<file path="src/rtl/stgs_ram.sv">
// Generic simple dual-port RAM, one write port, one registered read port.
module stgs_ram #(
    parameter int WIDTH = 8,
    parameter int DEPTH = 16
) (
    input  logic                     clk,
    input  logic                     we,
    input  logic [$clog2(DEPTH)-1:0] waddr,
    input  logic [WIDTH-1:0]         wdata,
    input  logic                     re,
    input  logic [$clog2(DEPTH)-1:0] raddr,
    output logic [WIDTH-1:0]         rdata
);
    logic [WIDTH-1:0] mem [DEPTH];
    logic [WIDTH-1:0] rdata_reg;

    always_ff @(posedge clk)
    begin
        if (we)
        begin
            mem[waddr] <= wdata;
        end
        if (re)
        begin
            rdata_reg <= mem[raddr];
        end
    end

    assign rdata = rdata_reg;
endmodule

</file>
<file path="config.mk">
export PLATFORM = sky130hd
export DESIGN_NAME = stgs_ram
export DESIGN_NICKNAME = d
export VERILOG_FILES = /design/src/rtl/stgs_ram.sv
export SDC_FILE = /design/constraint.sdc
export NUM_CORES = 1
export LEC_CHECK = 0
export ABC_AREA = 1
export BUFFER_PORTS_ARGS = -buffer_cell sky130_fd_sc_hd__buf_4
export CAP_MARGIN = 20
export CORE_ASPECT_RATIO = 0.6
export CORE_MARGIN = 2
export CORE_UTILIZATION = 43
export CTS_CLUSTER_SIZE = 10
export DETAILED_ROUTE_END_ITERATION = 7
export HOLD_SLACK_MARGIN = 0.12
export PLACE_DENSITY_LB_ADDON = 0.15
export SLEW_MARGIN = 0
export SYNTH_ARGS = -nofsm -noshare
export SYNTH_HDL_FRONTEND = slang
export SYNTH_SLANG_ARGS = --single-unit
</file>
<file path="constraint.sdc">
create_clock -name clk -period 2.27 [get_ports clk]
set_clock_uncertainty 0.15 [all_clocks]
set_input_delay 0.227 -clock clk [delete_from_list [all_inputs] [get_ports clk]]
set_output_delay 0.227 -clock clk [all_outputs]
set_load 0.01 [all_outputs]
</file>
* Word-level counts from Yosys, hierarchy flattened *
Memory sizes are Yosys's and may differ from the RTL's. A register that Yosys moved wholly into a read port is not among the register bits.
Index checks and enable logic that the tools add are counted.

storage, ports and cells
  register bits after elaboration = 0
  memory bits (writable) = 128
  bits of input ports = 19
  output and inout bits = 8
  word-level logic and storage cells = 3
  memories kept = 1

memories
  name  depth  width  read ports  clocked after memory_dff  wr ports  RTL line  source
  mem   16     8      1           1                         1         14        logic [WIDTH-1:0] mem [DEPTH];

operators by class
  mux-type cells = 2

operator list
  kind     count
  $mux W1  2

* Depth between registers and ports, before layout *
  depth in word-level cells = 2
  mapped depth = 8

* Worst setup path after synthesis *
OpenSTA, ideal clock, no wires.

  path kind = in2reg
  start point = input waddr[2]
  end point = memory mem[10][0], enable pin
  data arrival time = 0.808 ns
  required time = 1.750 ns
  slack = 0.942 ns
  stages on the path = 2
  path buffers = 0
  path through = nand3b_1 > nor2_1

RTL lines
  what         RTL line  source
  from (decl)  8         input logic [$clog2(DEPTH)-1:0] waddr,
  to (decl)    14

Straight into the memory's write port.

* Worst setup path in the final report *
  start point = register rdata_reg[0] (netlist: rdata[0]), read port of mem
  end point = output rdata[0]

RTL lines
  what         RTL line  source
  from (decl)  15        logic [WIDTH-1:0] rdata_reg;
  to (decl)    12        output logic [WIDTH-1:0] rdata

No word-level cell between the ends.

==> impl_metrics.ini <==
[setup_path]
r2r.worst_path.cells = 6
crit_path_start = rdata[0]$_DFFE_PP_
slowest_stage = edfxtp_1
path_delay_family = flip-flops
r2r_setup_slack_ns = 0.91
critPathLaunchType = register
endpoint_kind = output port
cp.depth = 1
path_buf_inv = 1
crit_path_max_incr_delay_ns = 0.46
worstPathArrival_ns = 1.04
r2r-start = mem[0][3]$_DFFE_PP_
r2r-end = rdata[3]$_DFFE_PP_
path_max_fanout = 1
cp-endpoint = rdata[0]
criticalPathCategory = register to output port
path_cells = buf_4
crit_required_ns = 1.89

[cts]
cts-root-buf = clkbuf_16
tritoncts = built
clk_path_buf_depth = 2
h-tree-depth = 4
clkSlewWorstSetupHoldPaths_ns = 0.06
cts_buffers = 17
cts.repair.resized = 0
clock_sinks = 136
clkLatencyLatePin_ns = 0.41

[placement]
port-buffer-count = 26
hpwl_um = 9430
place_congestion = 0.816

[drt]
route.detailed.drc = 0
avgViaCountPerCell = 5.03
drtPass1Iterations = 5
vias = 3953
drtIter0Drc = 483
wl_um = 14800
drtAntennaViolNets = 0
wl_per_cell_um = 18.8

[layout]
diodes = 0
largest_register_ffs = 128
drive_gt1_frac = 0.125
multi_input_area_um2 = 1210
final-seq-area_um2 = 4080
nFillCells = 1142
area_delta_synth_final_pct = 19.0
nNetsFinal = 622

[floorplanning]
die_area_um2 = 14600
initial_core_util = 0.448
die_x_um = 155
ioPinCount = 27
chipHeight_um = 94.3
rows = 32
core_region_area_um2 = 13100

[hold_path]
hold_path_class = primary input to register
worstHoldPathCells = 4

[synth]
synth_cell_types = 11
synth_commonest_cells = nand2_1, edfxtp_1, inv_1, nand3_1, nor2_1
syn_inst = 551
synth_fp_nets = 570
ys_ff_latch = 136
synth_ff_type = edfxtp_1
yosysMostFrequentCell = nand2_1
yosys.area.top_type_share = 0.698
syn-cell-area_um2 = 5850
synth_area_leaders = edfxtp_1, nand2_1, nand3_1
synth-edff-count = 136
yosys_warnings = 0
synth_top_area_cell = edfxtp_1
synthArstFlopShare = 0
ys_seq_area_frac = 0.698
avgSynthCellArea_um2 = 10.6

[global_routing]
grt_antenna_before_repair = 0
grt_pass1_wl_um = 22400
grt_remaining_overflow = 0
grt_max_degree = 48
grt_pass1_vias = 3622
grt_use_total = 0.217

[sta]
tightest_slew_ns = 0.667
fmax_ghz = 0.705
holdWs_ns = 0.200
period_minus_slack_ns = 1.42
relSlewSlack = 0.555
report.final.slew_viol_count = 0
fin_crit_sh = 0.625
final_hold_viol_count = 0
setup_violations = 0
setup_tns_ns = 0
rsz0062_at_grt = false

[power]
vdd_drop_max_mv = 0.465
power_density_nw_per_um2 = 858
total_leakage_power_nw = 2.99

[flow_run]
maxCapViolCount = 0

[run_status]
outcome = complete, no violations
-- cell families (layout without fill, tap and decap cells) --
logic type | count (synthesis) | count (layout) | synth area share
and+or+nand+nor | 289 | 289 | 0.208
DFF | 136 | 136 | 0.698
buffers and inverters | 126 | 191 | 0.0939
-- how the worst min path moves through the flow --
stage | from | endpoint | slack, ns
floorplan | wdata[0] | mem[0][0]$_DFFE_PP_ | 0.18
global placement | re | rdata[6]$_DFFE_PP_ | 0.39
detailed placement | re | rdata[6]$_DFFE_PP_ | 0.40
CTS | raddr[2] | rdata[1]$_DFFE_PP_ | 0.17
global route | raddr[2] | rdata[1]$_DFFE_PP_ | 0.22
finish | raddr[2] | rdata[1]$_DFFE_PP_ | 0.20
-- cells in the final DEF (no fill, tap or decap), drive strengths merged --
cell,count
buf,47
nor2,17
dlygate4sd3,10
nand3b,2
clkinv,7
nand3,97
clkbuf,18
inv,103
clkinvlp,3
edfxtp,136
nand2,173
bufinv,3
-- power by group --
part | internal, mW | switching [mW]
clock network | 1.71 | 1.02
logic | 0.127 | 0.258
registers | 2.83 | 0.0213
-- per-stage QoR --
| stage | instance area, µm² | utilization | instances | total power, mW | setup WS [ns] |
|---|---|---|---|---|---|
| final | 6960 | 0.533 | 786 | 5.97 | 0.851 |
| after global routing | 6960 | 0.533 | 786 | 6.18 | 0.812 |
| after detailed placement | 6270 | 0.480 | 744 | 3.27 | 0.558 |
| after CTS | 6960 | 0.533 | 786 | 6.01 | 0.848 |
| after global placement | 6270 | 0.480 | 744 | 3.27 | 0.573 |
| after floorplan | 5850 | - | 551 | 3.10 | 0.942 |
-- layer usage --
layer  vias to the layer above  share of wire  GRT usage  wire length [µm]
met2                       163           0.41      0.301              6140
met3                        10          0.090     0.0503              1330
met4                         0         0.0032     0.0563                47
met5                         -              0          0                 0
met1                      1893           0.49      0.341              7290
li1                       1887              -          -                 -
-- layout make-up --
class / instances / area share
tap: 170 / 0.0306
multi-input combinational: 289 / 0.174
timing repair buffer: 57 / 0.0687
clock inverter: 14 / 0.0225
sequential: 136 / 0.587
inverter: 102 / 0.0550
clock buffer: 18 / 0.0617
-- repair_timing --
item | in CTS | in global routing
hold buffers | 10 | 0
buffers inserted | 0 | 0
endpoints found under the hold margin | 142 | 0
(Power assumes the default switching activity.)
