`config.mk`:
```
export PLATFORM = sky130hd
export DESIGN_NAME = stgs_pool
export DESIGN_NICKNAME = d
export VERILOG_FILES = /design/src/rtl/stgs_pkg.sv /design/src/rtl/stgs_pool.sv
export SDC_FILE = /design/constraint.sdc
export NUM_CORES = 1
export LEC_CHECK = 0
export BUFFER_PORTS_ARGS = -buffer_cell sky130_fd_sc_hd__buf_2
export CAP_MARGIN = 25
export CELL_PAD_IN_SITES_DETAIL_PLACEMENT = 2
export CELL_PAD_IN_SITES_GLOBAL_PLACEMENT = 2
export CORE_ASPECT_RATIO = 0.5
export CORE_MARGIN = 5
export CORE_UTILIZATION = 32
export DETAILED_ROUTE_END_ITERATION = 8
export PLACE_DENSITY_LB_ADDON = 0.1
export SLEW_MARGIN = 10
export SYNTH_ARGS = -nofsm -noshare
export SYNTH_HDL_FRONTEND = slang
export SYNTH_SLANG_ARGS = --single-unit
```
`constraint.sdc`:
```
create_clock -name clk -period 1.05 [get_ports clk]
set_input_delay 0 -clock clk [delete_from_list [all_inputs] [get_ports clk]]
set_output_delay 0 -clock clk [all_outputs]
set_load 0.05 [all_outputs]
```
`src/rtl/stgs_pkg.sv`:
```
// Shared constants, codes and helper tables for the sparse tiled grid store.
package stgs_pkg;

    localparam int CMD_BITS       = 2;
    localparam int COORD_BITS     = 8;
    localparam int VALUE_BITS     = 32;
    localparam int STATUS_BITS    = 2;
    localparam int CNT_BITS       = 9;
    localparam int SIDE_BITS      = 9;
    localparam int CFG_INDEX_BITS = 2;
    localparam int COORD_SPAN     = 1 << COORD_BITS;

    localparam int MAX_SIDE       = 256;
    localparam int DEF_TILE_SIZE  = 16;
    localparam int DEF_POOL_TILES = 16;

    localparam logic [SIDE_BITS-1:0] SIDE_RESET = SIDE_BITS'(256);

    localparam logic [CMD_BITS-1:0] CMD_READ  = 2'd0;
    localparam logic [CMD_BITS-1:0] CMD_WRITE = 2'd1;
    localparam logic [CMD_BITS-1:0] CMD_CLEAR = 2'd2;

    localparam logic [STATUS_BITS-1:0] STATUS_OK    = 2'd0;
    localparam logic [STATUS_BITS-1:0] STATUS_BOUNDS = 2'd1;
    localparam logic [STATUS_BITS-1:0] STATUS_FULL  = 2'd2;

    localparam logic [CFG_INDEX_BITS-1:0] REG_GRID_WIDTH  = 2'd0;
    localparam logic [CFG_INDEX_BITS-1:0] REG_GRID_HEIGHT = 2'd1;

    typedef enum logic [1:0] {
        S_CLEAR,
        S_IDLE,
        S_LOOK,
        S_UPDATE
    } stgs_state_t;

    typedef enum logic [1:0] {
        POOL_NONE,
        POOL_TAKE,
        POOL_GIVE
    } pool_op_t;

    typedef logic [COORD_BITS-1:0] coord_tab_t [COORD_SPAN];

    // Coordinate -> tile index, built by counting so no divider is needed.
    function automatic coord_tab_t build_quot(input int ts);
        coord_tab_t tab;
        int q;
        int r;
        q = 0;
        r = 0;
        for (int i = 0; i < COORD_SPAN; i++) begin
            tab[i] = COORD_BITS'(q);
            r++;
            if (r == ts) begin
                r = 0;
                q++;
            end
        end
        return tab;
    endfunction

    // Coordinate -> offset inside its tile.
    function automatic coord_tab_t build_rem(input int ts);
        coord_tab_t tab;
        int r;
        r = 0;
        for (int i = 0; i < COORD_SPAN; i++) begin
            tab[i] = COORD_BITS'(r);
            r++;
            if (r == ts) begin
                r = 0;
            end
        end
        return tab;
    endfunction

endpackage

```
`src/rtl/stgs_pool.sv`:
```
// Tile slot pool: free flags and a two-level lowest-free-slot search.
module stgs_pool #(
    parameter int POOL_TILES = stgs_pkg::DEF_POOL_TILES,
    localparam int SB = (POOL_TILES > 1) ? $clog2(POOL_TILES) : 1
) (
    input  logic              clk,
    input  logic              rst_n,
    input  stgs_pkg::pool_op_t op,
    input  logic [SB-1:0]     op_slot,
    output logic              free_any,
    output logic [SB-1:0]     free_slot
);
    import stgs_pkg::*;

    localparam int GRP = 16;
    localparam int GB  = 4;
    localparam int NG  = (POOL_TILES + GRP - 1) / GRP;
    localparam int NGB = (NG > 1) ? $clog2(NG) : 1;
    localparam int PAD = NG * GRP;

    logic [POOL_TILES-1:0] free_reg;
    logic [POOL_TILES-1:0] free_next;
    logic [PAD-1:0]        free_pad;
    logic [NG-1:0]         grp_any_reg;
    logic [NG-1:0]         grp_any_next;
    logic [GB-1:0]         grp_idx_reg [NG];
    logic [GB-1:0]         grp_idx_next [NG];
    logic [NGB-1:0]        grp_sel;
    logic [NGB+GB-1:0]     slot_full;

    assign free_pad = PAD'(free_reg);

    always_comb
    begin
        free_next = free_reg;
        case (op)
            POOL_TAKE: free_next[op_slot] = 1'b0;
            POOL_GIVE: free_next[op_slot] = 1'b1;
            default:   free_next = free_reg;
        endcase
    end

    // First level: per group of 16, registered.
    always_comb
    begin
        for (int g = 0; g < NG; g++)
        begin
            grp_any_next[g] = |free_pad[g*GRP +: GRP];
            grp_idx_next[g] = '0;
            for (int j = GRP - 1; j >= 0; j--)
            begin
                if (free_pad[g*GRP + j])
                begin
                    grp_idx_next[g] = GB'(j);
                end
            end
        end
    end

    always_ff @(posedge clk or negedge rst_n)
    begin
        if (!rst_n)
        begin
            free_reg    <= '1;
            grp_any_reg <= '0;
            for (int g = 0; g < NG; g++)
            begin
                grp_idx_reg[g] <= '0;
            end
        end
        else
        begin
            free_reg    <= free_next;
            grp_any_reg <= grp_any_next;
            for (int g = 0; g < NG; g++)
            begin
                grp_idx_reg[g] <= grp_idx_next[g];
            end
        end
    end

    // Second level: lowest group with a free slot.
    always_comb
    begin
        grp_sel = '0;
        for (int g = NG - 1; g >= 0; g--)
        begin
            if (grp_any_reg[g])
            begin
                grp_sel = NGB'(g);
            end
        end
    end

    assign slot_full = {grp_sel, grp_idx_reg[grp_sel]};
    assign free_slot = slot_full[SB-1:0];
    assign free_any  = |grp_any_reg;
endmodule

```
# Yosys cells after proc, flatten, opt, wreduce, memory -nomap -nowiden
# Index checks and enable logic that the tools add are counted.
word_totals:
  reg_bits: 21
  latchBits: 0
  mem_bits_rw: 0
  romBits: 0
  inputBits: 8
  out_inout_bits: 5
  word_cells: 32
  n_memories: 0
classes:
  n_addsub: 0
  multipliers: 0
  div_mod_pow: 0
  n_lt_le_gt_ge: 2
  eq_ne: 2
  n_shift: 0
  mux: 19
  n_bitwise: 3
  n_reduce_logical: 3
op_table:
  columns: ["cell", "n"]
  rows:
  - ["$mux 4", 16]
  - ["$pmux 16 s2", 1]
  - ["$and 16x16->16", 1]
  - ["$not 16->16", 1]
  - ["$or 16x16->16", 1]
  - ["$reduce_or 16->1", 1]
  - ["$lt 4x5->1 const B", 1]
  - ["$demux 1 s4", 1]
  - ["$ge 4x1->1 const B", 1]
  - ["$eq 2x1->1 const B", 1]
  - ["$eq 2x2->1 const B", 1]
  - ["$reduce_bool 2->1", 1]
  - ["$logic_and 1x1->1", 1]
  - ["$mux 1", 1]

# Logic depth before layout (Yosys ltp)
logic_depth:
  word_depth: 16
  ltp_mapped: 5
  mapped_depth_nobuf: 5

# Least setup slack after synthesis
# Ideal clock, no wire load.
synth_path:
  path_type: "input to register"
  from: "input op[0]"
  to: "register (tool-made name)"
  setup_time_ns: 0.085
  arrival_ns: 1.128
  t_required_ns: 0.965
  slack_ns: -0.162
  cell_stages: 5
  path_buffers: 0
  cell_sequence: "inv_1 -> ha_1 -> nand3b_1 -> nor3b_1 -> mux2_1"
synth_rtl:
  columns: ["element", "line", "text"]
  rows:
  - ["from (decl)", "stgs_pool.sv:8", "input stgs_pkg::pool_op_t op,"]

==> flow_summary.yaml <==
routing:
  num_vias: 857
  drt-total-wl_microns: 3086
  drc: 0
  ant_nets: 0
  viasPerCell: 5.101
  drt-pass1-iter-count: 4
  drtIter0Drc: 23
  wire_per_inst_microns: 18.37
placed_design:
  place.gp.congestion: 0.8465
  preCtsSetupSlack_ns: -0.2581
  placed_cell_area_sq_um: 1267
  dp.cells: 160
  dp_hpwl_microns: 2292
  io_buffers: 12
final_layout:
  final_core_util_pct: 46.10
  syn_to_final_growth_pct: 34.44
  nets: 138
  diodes: 0
  drive_gt1_share_pct: 60.16
  post-route-cell-area_sq_um: 1421
  final_cells: 168
floorplanning:
  rows: 14
  start_util_pct: 34.29
  pin_count: 13
  die_h_microns: 50.65
  core_area_sq_um: 3083
  die_w_microns: 91.29
  die-area_sq_um: 4623
outcome:
  run_status: "finished, violations left"
  violations: "setup timing"
setup_path:
  cp_max_fo: 4
  arrival_ns: 1.35
  worstPathRequired_ns: 1.23
  critical_path_class: "reg -> reg"
  end_kind: "register"
  r2r_cells: 3
  cp-start-kind: "register"
sta:
  fin_crit_ns: 1.165
  max_freq_mhz: 858.2
  fin_crit_sh_pct: 111.0
  report.final.slew_viol_count: 0
  fin_ws_ns: -0.1152
  worst-slew-pin-transition_ns: 0.4957
  fin_skew_ns: 0.005132
  setup_violations: 4
  hold_violations: 0
  rsz0062_at_grt: "true"
  slew_headroom_pct: 66.95
synth:
  synth-seq-cells: 21
  synth_nets: 108
  yosysWarnings: 0
  netlist_instances: 99
  netlist_area_sq_um: 1057
  syn_area_per_cell_sq_um: 10.68
  ys_types: 30
  synth_seq_area_share_pct: 51.60
job:
  max-cap-violations: 0
clock_network:
  worstSkewPairLatency_ns: 0.26
  cts_buffers: 3
  clockBufferDepth: 2
  clk_pin_slew_ns: 0.08
  clock_sinks: 21
  ctsRootBufferMaster: "clkbuf_8"
  htreeDepth: 1
  cts_tree: "done"
pwr:
  irDropWorstVdd_mv: 1.164
  p_leak_nw: 0.5863
  total_power_mw: 3.048
  cellPowerDensity_nw_per_um2: 2145
grt:
  gr-total-overflow: 0
  grt_use_total_pct: 14.59
  grt_pass1_vias: 947
  grt_first_pass_wirelength_microns: 5209
  grt_max_degree: 22
  antenna_found_initial: 0
min_path:
  worst_hold_path_type: "in -> reg"
  hold_path_depth: 3
[cell families after synthesis]
| family | after synthesis | synth area share [%] |
|---|---|---|
| flip-flops | 21 | 51.60 |
| AND/OR/NAND/NOR | 43 | 21.54 |
| AO/OA/AOI/OAI | 13 | 7.812 |
| multiplexers | 14 | 14.91 |
| buffers and inverters | 7 | 2.958 |
| adder cells (fa/ha/maj) | 1 | 1.183 |
[critical path, stage by stage (launching register included)]
cell and delay, ns:
dfstp_2 0.59, a21oi_2 0.06, o311a_1 0.29, o22ai_1 0.15
[metrics by stage]
step	hold WS, ns	setup TNS, ns
finish	0.1438	-0.2562
global route	0.1652	-0.5447
CTS	0.1407	-0.3869
detailed placement	-0.003125	-2.579
global placement	-0.03705	-2.055
floorplan	-0.2956	-0.04063
[per-layer routing]
layer	GRT usage [%]	up-vias	share of wire (%)
met1	19.14	433	48
met5	0	-	0
met2	25.24	17	47
met4	0.7317	0	0
li1	-	407	-
met3	4.328	0	5.0
[cells in the final DEF, fill, tap and decap left out, types with 3 or more instances in the layout]
| cell | instances |
|---|---|
| buf_4 | 15 |
| a21oi_2 | 3 |
| mux2_2 | 10 |
| a21oi_1 | 3 |
| mux2_1 | 4 |
| clkbuf_8 | 3 |
| dfrtp_1 | 5 |
| nor2_1 | 8 |
| dfstp_2 | 16 |
| buf_2 | 12 |
| nor3_2 | 3 |
| nand2_1 | 12 |
| nand3_1 | 4 |
[cell type report]
type                       instances  area, sq um
timing repair buffer              28        182.7
tap                               40        50.05
fill                             326         1662
clock buffer                       4        45.04
multi-input combinational         71        580.6
sequential                        21        545.5
inverter                           4        17.52
[what timing repair did]
action	4_1_cts	5_1_grt
gates cloned	0	0
hold endpoints to repair	5	0
buffers inserted	2	1
setup endpoints to repair	5	7
pin swaps	2	8
hold buffers	1	0
gates resized for setup	6	10
[cells in the mapped netlist, drive strengths merged]
cell type	number	share of area, %
dfstp	16	40
mux2	14	15
nand2	13	4.6
nor2	9	3.2
a21oi	6	2.8
dfrtp	5	12
inv	4	1.4
nand3	4	1.9
nor3	4	1.9
nor3b	4	4.4
a31o	2	1.7
buf	2	1.2
nor2b	2	1.2
nor4	2	1.2
a31oi	1	0.59
and2b	1	0.71
and3	1	0.59
clkbuf	1	0.35
ha	1	1.2
nand2b	1	0.59
nand3b	1	0.71
nand4	1	0.59
o21ai	1	0.47
o22ai	1	0.59
o311a	1	0.95
o31ai	1	0.71
[report_power, final]
part           leakage [nW]  switching, mW  internal, mW
clock                0.0228          0.263         0.270
sequential            0.226          0.192          1.10
combinational         0.337          0.688         0.530
total                 0.586           1.14          1.90
[path summary, 6_finish.rpt]
kind,start,end,slack (ns)
worst max-delay path,register,free_slot[0],-0.12
worst min-delay path,op_slot[2],register,0.14
worst max register to register,register,free_slot[0],-0.12
worst min register to register,register,free_slot[0],0.54
max in group asynchronous,rst_n,async pin,0.45
min in group asynchronous,rst_n,free_slot[1],0.24
Note: power is estimated with default switching activity, not from simulation.
